## config.mk

```make
export PLATFORM = sky130hd
export DESIGN_NAME = source_tokenizer_core
export DESIGN_NICKNAME = d
export VERILOG_FILES = /design/src/sv/stok_pkg.sv /design/src/sv/source_tokenizer_core.sv
export SDC_FILE = /design/constraint.sdc
export NUM_CORES = 1
export LEC_CHECK = 0
export BUFFER_PORTS_ARGS = -buffer_cell sky130_fd_sc_hd__buf_2
export CAP_MARGIN = 10
export CORE_ASPECT_RATIO = 0.9
export CORE_MARGIN = 5
export CORE_UTILIZATION = 55
export CTS_BUF_LIST = sky130_fd_sc_hd__clkbuf_2 sky130_fd_sc_hd__clkbuf_4 sky130_fd_sc_hd__clkbuf_8
export CTS_CLUSTER_DIAMETER = 60
export DETAILED_ROUTE_END_ITERATION = 10
export PLACE_DENSITY = 0.73
export SLEW_MARGIN = 20
export SYNTH_ARGS = -nofsm -noshare
export SYNTH_HDL_FRONTEND = slang
export SYNTH_SLANG_ARGS = --single-unit
```

## constraint.sdc

```tcl
create_clock -name i_clk -period 4.6 [get_ports i_clk]
set_input_delay 0.92 -clock i_clk [delete_from_list [all_inputs] [get_ports i_clk]]
set_output_delay 0.92 -clock i_clk [all_outputs]
set_load 0.02 [all_outputs]
```

## src/sv/stok_pkg.sv

```systemverilog
package stok_pkg;

    localparam int LEN_BITS = 16;
    localparam logic [LEN_BITS-1:0] LEN_MAX = 16'hFFFF;
    localparam int WORD_BITS = 48;

    typedef enum logic [2:0] {
        MODE_IDLE  = 3'd0,
        MODE_IDENT = 3'd1,
        MODE_NUM   = 3'd2,
        MODE_STR   = 3'd3,
        MODE_MINUS = 3'd4,
        MODE_DROP  = 3'd5
    } t_mode;

    typedef enum logic [4:0] {
        KIND_IDENT  = 5'd0,
        KIND_NUM    = 5'd1,
        KIND_STRING = 5'd2,
        KIND_LPAREN = 5'd3,
        KIND_RPAREN = 5'd4,
        KIND_LBRACE = 5'd5,
        KIND_RBRACE = 5'd6,
        KIND_SEMI   = 5'd7,
        KIND_STAR   = 5'd8,
        KIND_PLUS   = 5'd9,
        KIND_SLASH  = 5'd10,
        KIND_PCT    = 5'd11,
        KIND_EQ     = 5'd12,
        KIND_MINUS  = 5'd13,
        KIND_ARROW  = 5'd14,
        KIND_IF     = 5'd15,
        KIND_ELSE   = 5'd16,
        KIND_FN     = 5'd17,
        KIND_FOR    = 5'd18,
        KIND_WHILE  = 5'd19,
        KIND_VAR    = 5'd20,
        KIND_RETURN = 5'd21,
        KIND_END    = 5'd22,
        KIND_ERROR  = 5'd23
    } t_tok_type;

    localparam logic [7:0] CH_NUL   = 8'h00;
    localparam logic [7:0] CH_TAB   = 8'h09;
    localparam logic [7:0] CH_LF    = 8'h0A;
    localparam logic [7:0] CH_CR    = 8'h0D;
    localparam logic [7:0] CH_SPACE = 8'h20;
    localparam logic [7:0] CH_QUOTE = 8'h22;
    localparam logic [7:0] CH_DASH  = 8'h2D;
    localparam logic [7:0] CH_GT    = 8'h3E;

    localparam logic [WORD_BITS-1:0] KW_IF     = 48'h0000_0000_6669;
    localparam logic [WORD_BITS-1:0] KW_ELSE   = 48'h0000_6573_6C65;
    localparam logic [WORD_BITS-1:0] KW_FN     = 48'h0000_0000_6E66;
    localparam logic [WORD_BITS-1:0] KW_FOR    = 48'h0000_0072_6F66;
    localparam logic [WORD_BITS-1:0] KW_WHILE  = 48'h0065_6C69_6877;
    localparam logic [WORD_BITS-1:0] KW_VAR    = 48'h0000_0072_6176;
    localparam logic [WORD_BITS-1:0] KW_RETURN = 48'h6E72_7574_6572;

    function automatic logic is_alpha(input logic [7:0] c);
        return (c >= 8'h61 && c <= 8'h7A) || (c >= 8'h41 && c <= 8'h5A) || c == 8'h5F;
    endfunction

    function automatic logic is_digit(input logic [7:0] c);
        return c >= 8'h30 && c <= 8'h39;
    endfunction

    function automatic logic is_single(input logic [7:0] c);
        logic r;
        case (c)
            8'h28, 8'h29, 8'h7B, 8'h7D, 8'h3B, 8'h2A, 8'h2B, 8'h2F, 8'h25, 8'h3D: r = 1'b1;
            default: r = 1'b0;
        endcase
        return r;
    endfunction

    function automatic t_tok_type single_type(input logic [7:0] c);
        t_tok_type t;
        case (c)
            8'h28:   t = KIND_LPAREN;
            8'h29:   t = KIND_RPAREN;
            8'h7B:   t = KIND_LBRACE;
            8'h7D:   t = KIND_RBRACE;
            8'h3B:   t = KIND_SEMI;
            8'h2A:   t = KIND_STAR;
            8'h2B:   t = KIND_PLUS;
            8'h2F:   t = KIND_SLASH;
            8'h25:   t = KIND_PCT;
            8'h3D:   t = KIND_EQ;
            default: t = KIND_ERROR;
        endcase
        return t;
    endfunction

    function automatic t_tok_type word_type(input logic [WORD_BITS-1:0] w,
                                            input logic [2:0] n);
        t_tok_type t;
        t = KIND_IDENT;
        if (n == 3'd2 && w == KW_IF)          t = KIND_IF;
        else if (n == 3'd4 && w == KW_ELSE)   t = KIND_ELSE;
        else if (n == 3'd2 && w == KW_FN)     t = KIND_FN;
        else if (n == 3'd3 && w == KW_FOR)    t = KIND_FOR;
        else if (n == 3'd5 && w == KW_WHILE)  t = KIND_WHILE;
        else if (n == 3'd3 && w == KW_VAR)    t = KIND_VAR;
        else if (n == 3'd6 && w == KW_RETURN) t = KIND_RETURN;
        return t;
    endfunction

endpackage

```

## src/sv/source_tokenizer_core.sv

```systemverilog
// A transferred byte is held in the input register until it is scanned, which writes its
// tokens to the result queue; each token then waits in the queue until it transfers.
// Throughput: one byte per cycle; a byte that closes a token and emits a second one
// queues two results, and the input stalls while more than two results wait.
// Reset (synchronous, active low) empties the input register and the 4-entry result
// queue and returns the scanner to idle at byte 0, row 1, column 1.
module source_tokenizer_core
    import stok_pkg::*;
#(
    parameter int INDEX_BITS = 20,
    parameter int POS_BITS   = 16
) (
    input  logic                  i_clk,
    input  logic                  i_rst_n,
    input  logic                  i_valid,
    output logic                  o_stall,
    input  logic [7:0]            i_ch,
    output logic                  o_valid,
    input  logic                  i_stall,
    output logic [4:0]            o_token_type,
    output logic [INDEX_BITS-1:0] o_token_start,
    output logic [LEN_BITS-1:0]   o_token_length,
    output logic [POS_BITS-1:0]   o_token_row,
    output logic [POS_BITS-1:0]   o_token_col,
    output logic                  o_last
);

    localparam int LW = (INDEX_BITS > LEN_BITS) ? INDEX_BITS : LEN_BITS;
    localparam logic [INDEX_BITS-1:0] IDX_MAX = '1;
    localparam logic [POS_BITS-1:0]   POS_MAX = '1;
    localparam logic [POS_BITS-1:0]   POS_ONE = POS_BITS'(1);

    typedef struct packed {
        t_tok_type             tok;
        logic [INDEX_BITS-1:0] start;
        logic [LEN_BITS-1:0]   len;
        logic [POS_BITS-1:0]   row;
        logic [POS_BITS-1:0]   col;
        logic                  last;
    } t_rec;

    function automatic logic [LEN_BITS-1:0] span_len(input logic [INDEX_BITS-1:0] e,
                                                     input logic [INDEX_BITS-1:0] s);
        logic [INDEX_BITS-1:0] d;
        logic [LW-1:0]         dw;
        d  = (e >= s) ? e - s : '0;
        dw = LW'(d);
        return (dw > LW'(LEN_MAX)) ? LEN_MAX : dw[LEN_BITS-1:0];
    endfunction

    logic                  r_in_valid;
    logic [7:0]            r_ch;

    t_mode                 r_mode, n_mode;
    logic [WORD_BITS-1:0]  r_word_chars, n_word_chars;
    logic [2:0]            r_word_count, n_word_count;
    logic [INDEX_BITS-1:0] r_text_index, n_text_index;
    logic [POS_BITS-1:0]   r_cur_row, n_cur_row;
    logic [POS_BITS-1:0]   r_cur_col, n_cur_col;
    logic [INDEX_BITS-1:0] r_tok_start, n_tok_start;
    logic [POS_BITS-1:0]   r_tok_row, n_tok_row;
    logic [POS_BITS-1:0]   r_tok_col, n_tok_col;

    t_rec                  r_q [4];
    logic [1:0]            r_wr_ptr, r_rd_ptr;
    logic [2:0]            r_count;

    logic                  in_xfer, proc, pop;
    logic                  emit_a, emit_b, do_idle, restart;
    t_rec                  rec_a, rec_b, res0, res1;
    logic [1:0]            nres;
    logic [INDEX_BITS-1:0] idx_inc;
    logic [POS_BITS-1:0]   col_inc, row_inc;
    logic [LEN_BITS-1:0]   len_cur, len_next;

    assign proc    = r_in_valid && (r_count <= 3'd2);
    assign o_stall = r_in_valid && !proc;
    assign in_xfer = i_valid && !o_stall;
    assign o_valid = (r_count != 3'd0);
    assign pop     = o_valid && !i_stall;

    assign idx_inc  = (r_text_index == IDX_MAX) ? IDX_MAX : r_text_index + INDEX_BITS'(1);
    assign col_inc  = (r_cur_col == POS_MAX) ? POS_MAX : r_cur_col + POS_ONE;
    assign row_inc  = (r_cur_row == POS_MAX) ? POS_MAX : r_cur_row + POS_ONE;
    assign len_cur  = span_len(r_text_index, r_tok_start);
    assign len_next = span_len(idx_inc, r_tok_start);

    always_comb begin
        n_mode       = r_mode;
        n_word_chars = r_word_chars;
        n_word_count = r_word_count;
        n_cur_row    = r_cur_row;
        n_cur_col    = r_cur_col;
        n_tok_start  = r_tok_start;
        n_tok_row    = r_tok_row;
        n_tok_col    = r_tok_col;
        n_text_index = idx_inc;
        emit_a  = 1'b0;
        emit_b  = 1'b0;
        do_idle = 1'b0;
        restart = 1'b0;
        rec_a   = '{tok: KIND_IDENT, start: r_tok_start, len: len_cur,
                    row: r_tok_row, col: r_tok_col, last: 1'b0};
        rec_b   = '{tok: KIND_ERROR, start: r_text_index, len: LEN_BITS'(1),
                    row: r_cur_row, col: r_cur_col, last: 1'b0};

        case (r_mode)
            MODE_IDENT: begin
                if (is_alpha(r_ch) || is_digit(r_ch)) begin
                    if (r_word_count < 3'd6) begin
                        n_word_chars = r_word_chars
                                       | (WORD_BITS'(r_ch) << {r_word_count, 3'b000});
                        n_word_count = r_word_count + 3'd1;
                    end else begin
                        n_word_count = 3'd7;
                    end
                    n_cur_col = col_inc;
                end else begin
                    emit_a       = 1'b1;
                    rec_a.tok    = word_type(r_word_chars, r_word_count);
                    n_word_chars = '0;
                    n_word_count = '0;
                    do_idle      = 1'b1;
                end
            end
            MODE_NUM: begin
                if (is_digit(r_ch)) begin
                    n_cur_col = col_inc;
                end else begin
                    emit_a    = 1'b1;
                    rec_a.tok = KIND_NUM;
                    do_idle   = 1'b1;
                end
            end
            MODE_STR: begin
                if (r_ch == CH_QUOTE) begin
                    n_cur_col = col_inc;
                    emit_a    = 1'b1;
                    rec_a.tok = KIND_STRING;
                    rec_a.len = len_next;
                    n_mode    = MODE_IDLE;
                end else if (r_ch == CH_NUL) begin
                    emit_a    = 1'b1;
                    rec_a.tok = KIND_ERROR;
                    restart   = 1'b1;
                end else begin
                    n_cur_col = col_inc;
                end
            end
            MODE_MINUS: begin
                emit_a = 1'b1;
                if (r_ch == CH_GT) begin
                    n_cur_col = col_inc;
                    rec_a.tok = KIND_ARROW;
                    rec_a.len = len_next;
                    n_mode    = MODE_IDLE;
                end else begin
                    rec_a.tok = KIND_MINUS;
                    rec_a.len = LEN_BITS'(1);
                    do_idle   = 1'b1;
                end
            end
            MODE_DROP: begin
                if (r_ch == CH_NUL) begin
                    restart = 1'b1;
                end
            end
            default: begin
                do_idle = 1'b1;
            end
        endcase

        if (do_idle) begin
            n_mode = MODE_IDLE;
            if (r_ch == CH_NUL) begin
                emit_b    = 1'b1;
                rec_b.tok = KIND_END;
                rec_b.len = '0;
                restart   = 1'b1;
            end else if (r_ch == CH_SPACE || r_ch == CH_TAB) begin
                n_cur_col = col_inc;
            end else if (r_ch == CH_LF) begin
                n_cur_col = POS_ONE;
                n_cur_row = row_inc;
            end else if (r_ch == CH_CR) begin
                n_cur_col = POS_ONE;
            end else if (is_alpha(r_ch)) begin
                n_tok_start  = r_text_index;
                n_tok_row    = r_cur_row;
                n_tok_col    = r_cur_col;
                n_word_chars = WORD_BITS'(r_ch);
                n_word_count = 3'd1;
                n_mode       = MODE_IDENT;
                n_cur_col    = col_inc;
            end else if (is_digit(r_ch)) begin
                n_tok_start = r_text_index;
                n_tok_row   = r_cur_row;
                n_tok_col   = r_cur_col;
                n_mode      = MODE_NUM;
                n_cur_col   = col_inc;
            end else if (r_ch == CH_QUOTE) begin
                n_cur_col   = col_inc;
                n_tok_start = idx_inc;
                n_tok_row   = r_cur_row;
                n_tok_col   = col_inc;
                n_mode      = MODE_STR;
            end else if (r_ch == CH_DASH) begin
                n_tok_start = r_text_index;
                n_tok_row   = r_cur_row;
                n_tok_col   = r_cur_col;
                n_mode      = MODE_MINUS;
                n_cur_col   = col_inc;
            end else if (is_single(r_ch)) begin
                emit_b    = 1'b1;
                rec_b.tok = single_type(r_ch);
                n_cur_col = col_inc;
            end else begin
                emit_b    = 1'b1;
                rec_b.tok = KIND_ERROR;
                n_mode    = MODE_DROP;
            end
        end

        if (restart) begin
            n_mode       = MODE_IDLE;
            n_word_chars = '0;
            n_word_count = '0;
            n_text_index = '0;
            n_cur_row    = POS_ONE;
            n_cur_col    = POS_ONE;
            n_tok_start  = '0;
            n_tok_row    = POS_ONE;
            n_tok_col    = POS_ONE;
        end

        nres      = {1'b0, emit_a} + {1'b0, emit_b};
        res0      = emit_a ? rec_a : rec_b;
        res0.last = (nres == 2'd1);
        res1      = rec_b;
        res1.last = 1'b1;
    end

    always_ff @(posedge i_clk) begin
        if (!i_rst_n) begin
            r_in_valid   <= 1'b0;
            r_mode       <= MODE_IDLE;
            r_word_chars <= '0;
            r_word_count <= '0;
            r_text_index <= '0;
            r_cur_row    <= POS_ONE;
            r_cur_col    <= POS_ONE;
            r_tok_start  <= '0;
            r_tok_row    <= POS_ONE;
            r_tok_col    <= POS_ONE;
            r_wr_ptr     <= '0;
            r_rd_ptr     <= '0;
            r_count      <= '0;
        end else begin
            if (in_xfer) begin
                r_in_valid <= 1'b1;
            end else if (proc) begin
                r_in_valid <= 1'b0;
            end
            if (proc) begin
                r_mode       <= n_mode;
                r_word_chars <= n_word_chars;
                r_word_count <= n_word_count;
                r_text_index <= n_text_index;
                r_cur_row    <= n_cur_row;
                r_cur_col    <= n_cur_col;
                r_tok_start  <= n_tok_start;
                r_tok_row    <= n_tok_row;
                r_tok_col    <= n_tok_col;
                r_wr_ptr     <= r_wr_ptr + nres;
            end
            if (pop) begin
                r_rd_ptr <= r_rd_ptr + 2'd1;
            end
            r_count <= r_count + (proc ? {1'b0, nres} : 3'd0) - {2'b00, pop};
        end
    end

    always_ff @(posedge i_clk) begin
        if (in_xfer) begin
            r_ch <= i_ch;
        end
        if (proc && nres != 2'd0) begin
            r_q[r_wr_ptr] <= res0;
        end
        if (proc && nres == 2'd2) begin
            r_q[r_wr_ptr + 2'd1] <= res1;
        end
    end

    assign o_token_type   = r_q[r_rd_ptr].tok;
    assign o_token_start  = r_q[r_rd_ptr].start;
    assign o_token_length = r_q[r_rd_ptr].len;
    assign o_token_row    = r_q[r_rd_ptr].row;
    assign o_token_col    = r_q[r_rd_ptr].col;
    assign o_last         = r_q[r_rd_ptr].last;

endmodule

```

==> out/results.tsv <==
metric	value	unit
crit_path_max_incr_delay	0.60	ns
grt_use_met3	0.0540	
grt_pass1_wl	117000	um
hold_slack	0.423	ns
max_slew_margin	0.247	
core	45300	um^2
gp_congestion	0.963	
cts_made_buffers	79	
io_pins	88	
start_util	0.555	
hp-class	in -> reg	
grt_busiest_layer	met2	
antenna_found_initial	0	
chipWidth	235	um
slew_violations	0	
wl_per_cell	23.4	um
fin_ws	0.0885	ns
drive_gt1_frac	0.201	
drt_iter0_drc	2377	
rsz0062_at_grt	yes	
num_rows	74	
portBuffers	87	
vias	21605	
path_cells	ha_4 -> nand3_4 -> nor3_4 -> nand2_2 -> or4_4 -> nand2_1 -> ha_1 -> buf_4 -> a21oi_1 -> o221ai_1 -> a21oi_2 -> a21boi_4 -> and3_1 -> a311oi_2 -> a41oi_2 -> a2111oi_4 -> a221oi_2	
fin_total_pwr	11600	uW
post-route-min-period	4.51	ns
final_core_util	0.634	
synth_cell_type_count	86	
gr-usage-met1	0.387	
n_antenna_cell	0	
die_h	213	um
synth_nets	2579	
wirelength	75800	um
async_flop_share	0	
worstSetupPathType	reg -> reg	
cts_tree	done	
ys.warnings.count	0	
finalSetupViolCount	0	
clockRootBuffer	clkbuf_8	
setup_tns	0	ns
crit_slowest_cell	or4_4	
critical_path_arrival	4.90	ns
ir_drop	0.309	mV
worst_pin_slew	1.13	ns
dr.pass1.iters	5	
synth_edf_count	240	
cts_buffer_depth	3	
antenna_left	0	
cts_sinks	472	
dieArea	50100	um^2
grt.overflow.total	0	
finalHoldViolCount	0	
crit_path_start_kind	register	
power_density	406	nW/um^2
clock.fmax	0.222	GHz
cts_max_level	3	
syn-instance-count	2509	
finClkSkew	0.0234	ns
grt_usage	0.290	
critPathRequiredTime	4.99	ns
ys_seq_elements	472	
p_leak	0.0101	uW
drc	0	
vias_per_cell	6.68	
grt_max_degree	93	
nets	2633	
grt_pass1_vias	21100	
outcome	completed	
path_buf_inv	1	
end_kind	register	
dp_slack	-0.209	ns
clk_pin_slew_worst_paths	0.06	ns
place_hpwl	48200	um
ys.flop_type	edfxtp_1	
crit_fanout	8	
clock_latency	0.68	ns
ctsHoldBuffers	0	
use_met2	0.476	
max-cap-violations	0	
syn_avg_cell_area	10.0	um^2
syn_area	25100	um^2
post-route-period-util	0.981	
seq_area_frac_synth	0.471	
area_growth	14.1	%
cp_top_family	compound AO/OA/AOI/OAI gates	
synthesized netlist by cell type (6+ instances only):
library cell | count | area [um^2]
or2_2 | 13 | 81.3
xor2_1 | 14 | 123
a21oi_1 | 162 | 811
a221o_1 | 7 | 70.1
o31ai_1 | 8 | 60.1
o211ai_1 | 9 | 67.6
a2111oi_0 | 7 | 61.3
nand4b_1 | 7 | 61.3
and4_1 | 6 | 52.6
nor4_1 | 15 | 93.8
clkbuf_1 | 179 | 672
o21ai_1 | 6 | 30.0
and2_1 | 19 | 119
xnor2_1 | 30 | 263
or3_1 | 12 | 75.1
and3_1 | 45 | 282
a211oi_1 | 16 | 120
mux2_2 | 7 | 78.8
o221a_2 | 7 | 78.8
nor2b_1 | 15 | 93.8
mux4_2 | 74 | 1670
nand2_1 | 236 | 886
inv_1 | 67 | 251
o21ai_0 | 100 | 500
buf_2 | 21 | 105
o221ai_1 | 58 | 508
dfxtp_1 | 232 | 4640
nand4_1 | 23 | 144
a31oi_1 | 30 | 188
nand3_1 | 69 | 345
nor3_1 | 38 | 190
o22a_1 | 6 | 52.6
a22o_1 | 172 | 1510
nand2b_1 | 28 | 175
o22ai_1 | 21 | 131
buf_1 | 20 | 75.1
a21o_1 | 12 | 90.1
edfxtp_1 | 240 | 7210
nor4bb_1 | 6 | 60.1
o21a_1 | 6 | 45.0
a22oi_1 | 73 | 548
ha_1 | 55 | 688
nor2_1 | 235 | 882
o2111ai_1 | 6 | 52.6
logic make-up (layout without fill, tap and decap cells):
kind of cell    Yosys count  after routing  share of synthesized area
xor+xnor                 44             44                     0.0153
flops                   472            472                      0.471
buf+inv                 294            413                     0.0460
mux                      85             85                     0.0710
fa+ha+maj                58             58                     0.0298
compound gates          761            761                      0.216
simple gates            795            795                      0.151
power by group:
group / switching [uW] / leakage (uW) / total [uW] / internal, uW
registers: 214 / 0.00400 / 4860 / 4650
clock network: 1740 / 0.000914 / 4010 / 2280
logic: 1710 / 0.00523 / 2760 / 1050
final cells by class:
type                            instances  area, um^2
Fill cell                            3571       16600
Multi-Input combinational cell       1743       12500
Sequential cell                       472       11900
Timing Repair Buffer                  198        1520
Clock buffer                          125        1510
Tap cell                              608         761
Inverter                               68         279
Clock inverter                         21         206
Timing Repair inverter                  1        7.51
flip-flops by register name, summed over array words and instances (netlist names), named ones only:
| signal | flops |
|---|---|
| r_text_index | 20 |
| r_tok_col | 16 |
| r_cur_row | 16 |
| r_word_chars | 48 |
| r_ch | 8 |
| r_cur_col | 16 |
| r_word_count | 3 |
| r_rd_ptr | 2 |
| r_tok_start | 20 |
| r_count | 3 |
| r_tok_row | 16 |
| r_mode | 3 |
| r_in_valid | 1 |
| r_q | 296 |
| r_wr_ptr | 2 |
timing repair:
item / 4_1_cts / 5_1_grt
endpoints found under the setup margin: 61 / 73
endpoints found under the hold margin: 0 / 0
gates cloned: 0 / 2
resized for setup: 3 / 75
buffers inserted: 0 / 9
pin swaps: 2 / 17
metal layers:
layer | share of wire | vias up
li1 | - | 9648
met5 | 0 | -
met1 | 0.40 | 10514
met3 | 0.094 | 202
met2 | 0.47 | 1241
met4 | 0.035 | 0
path summary, 6_finish.rpt:
path | from | endpoint | slack, ns | cells after the start
worst max-delay path | r_text_index[1]$_SDFFE_PN0P_ | r_q[1][33]$_DFFE_PP_ | 0.09 | 17
worst min-delay path | i_ch[2] | r_ch[2]$_DFFE_PP_ | 0.42 | 1
worst max register to register | r_text_index[1]$_SDFFE_PN0P_ | r_q[1][33]$_DFFE_PP_ | 0.09 | 17
worst min register to register | r_q[1][0]$_SDFFE_PP1P_ | r_q[1][0]$_SDFFE_PP1P_ | 0.46 | 1
cell usage in the layout (no fill, tap or decap), types with 33 or more instances in the layout:
master	netlist	routed
o21ai_0	100	98
a22o_1	172	172
nor3_1	38	37
nand2_1	236	230
inv_1	67	61
clkbuf_8	0	92
clkbuf_4	0	33
and3_1	45	43
a21oi_1	162	159
o221ai_1	58	58
mux4_2	74	74
nand3_1	69	66
dfxtp_1	232	228
edfxtp_1	240	240
nor2_1	235	223
buf_4	4	90
ha_1	55	47
buf_2	21	87
a22oi_1	73	72
metrics by stage:
| step | cell area, um^2 | instances |
|---|---|---|
| floorplan | 25200 | 2509 |
| global placement | 26500 | 3079 |
| detailed placement | 26500 | 3079 |
| CTS | 28300 | 3225 |
| global route | 28700 | 3236 |
| finish | 28700 | 3236 |
No activity file was read; power rests on OpenSTA's default activity.
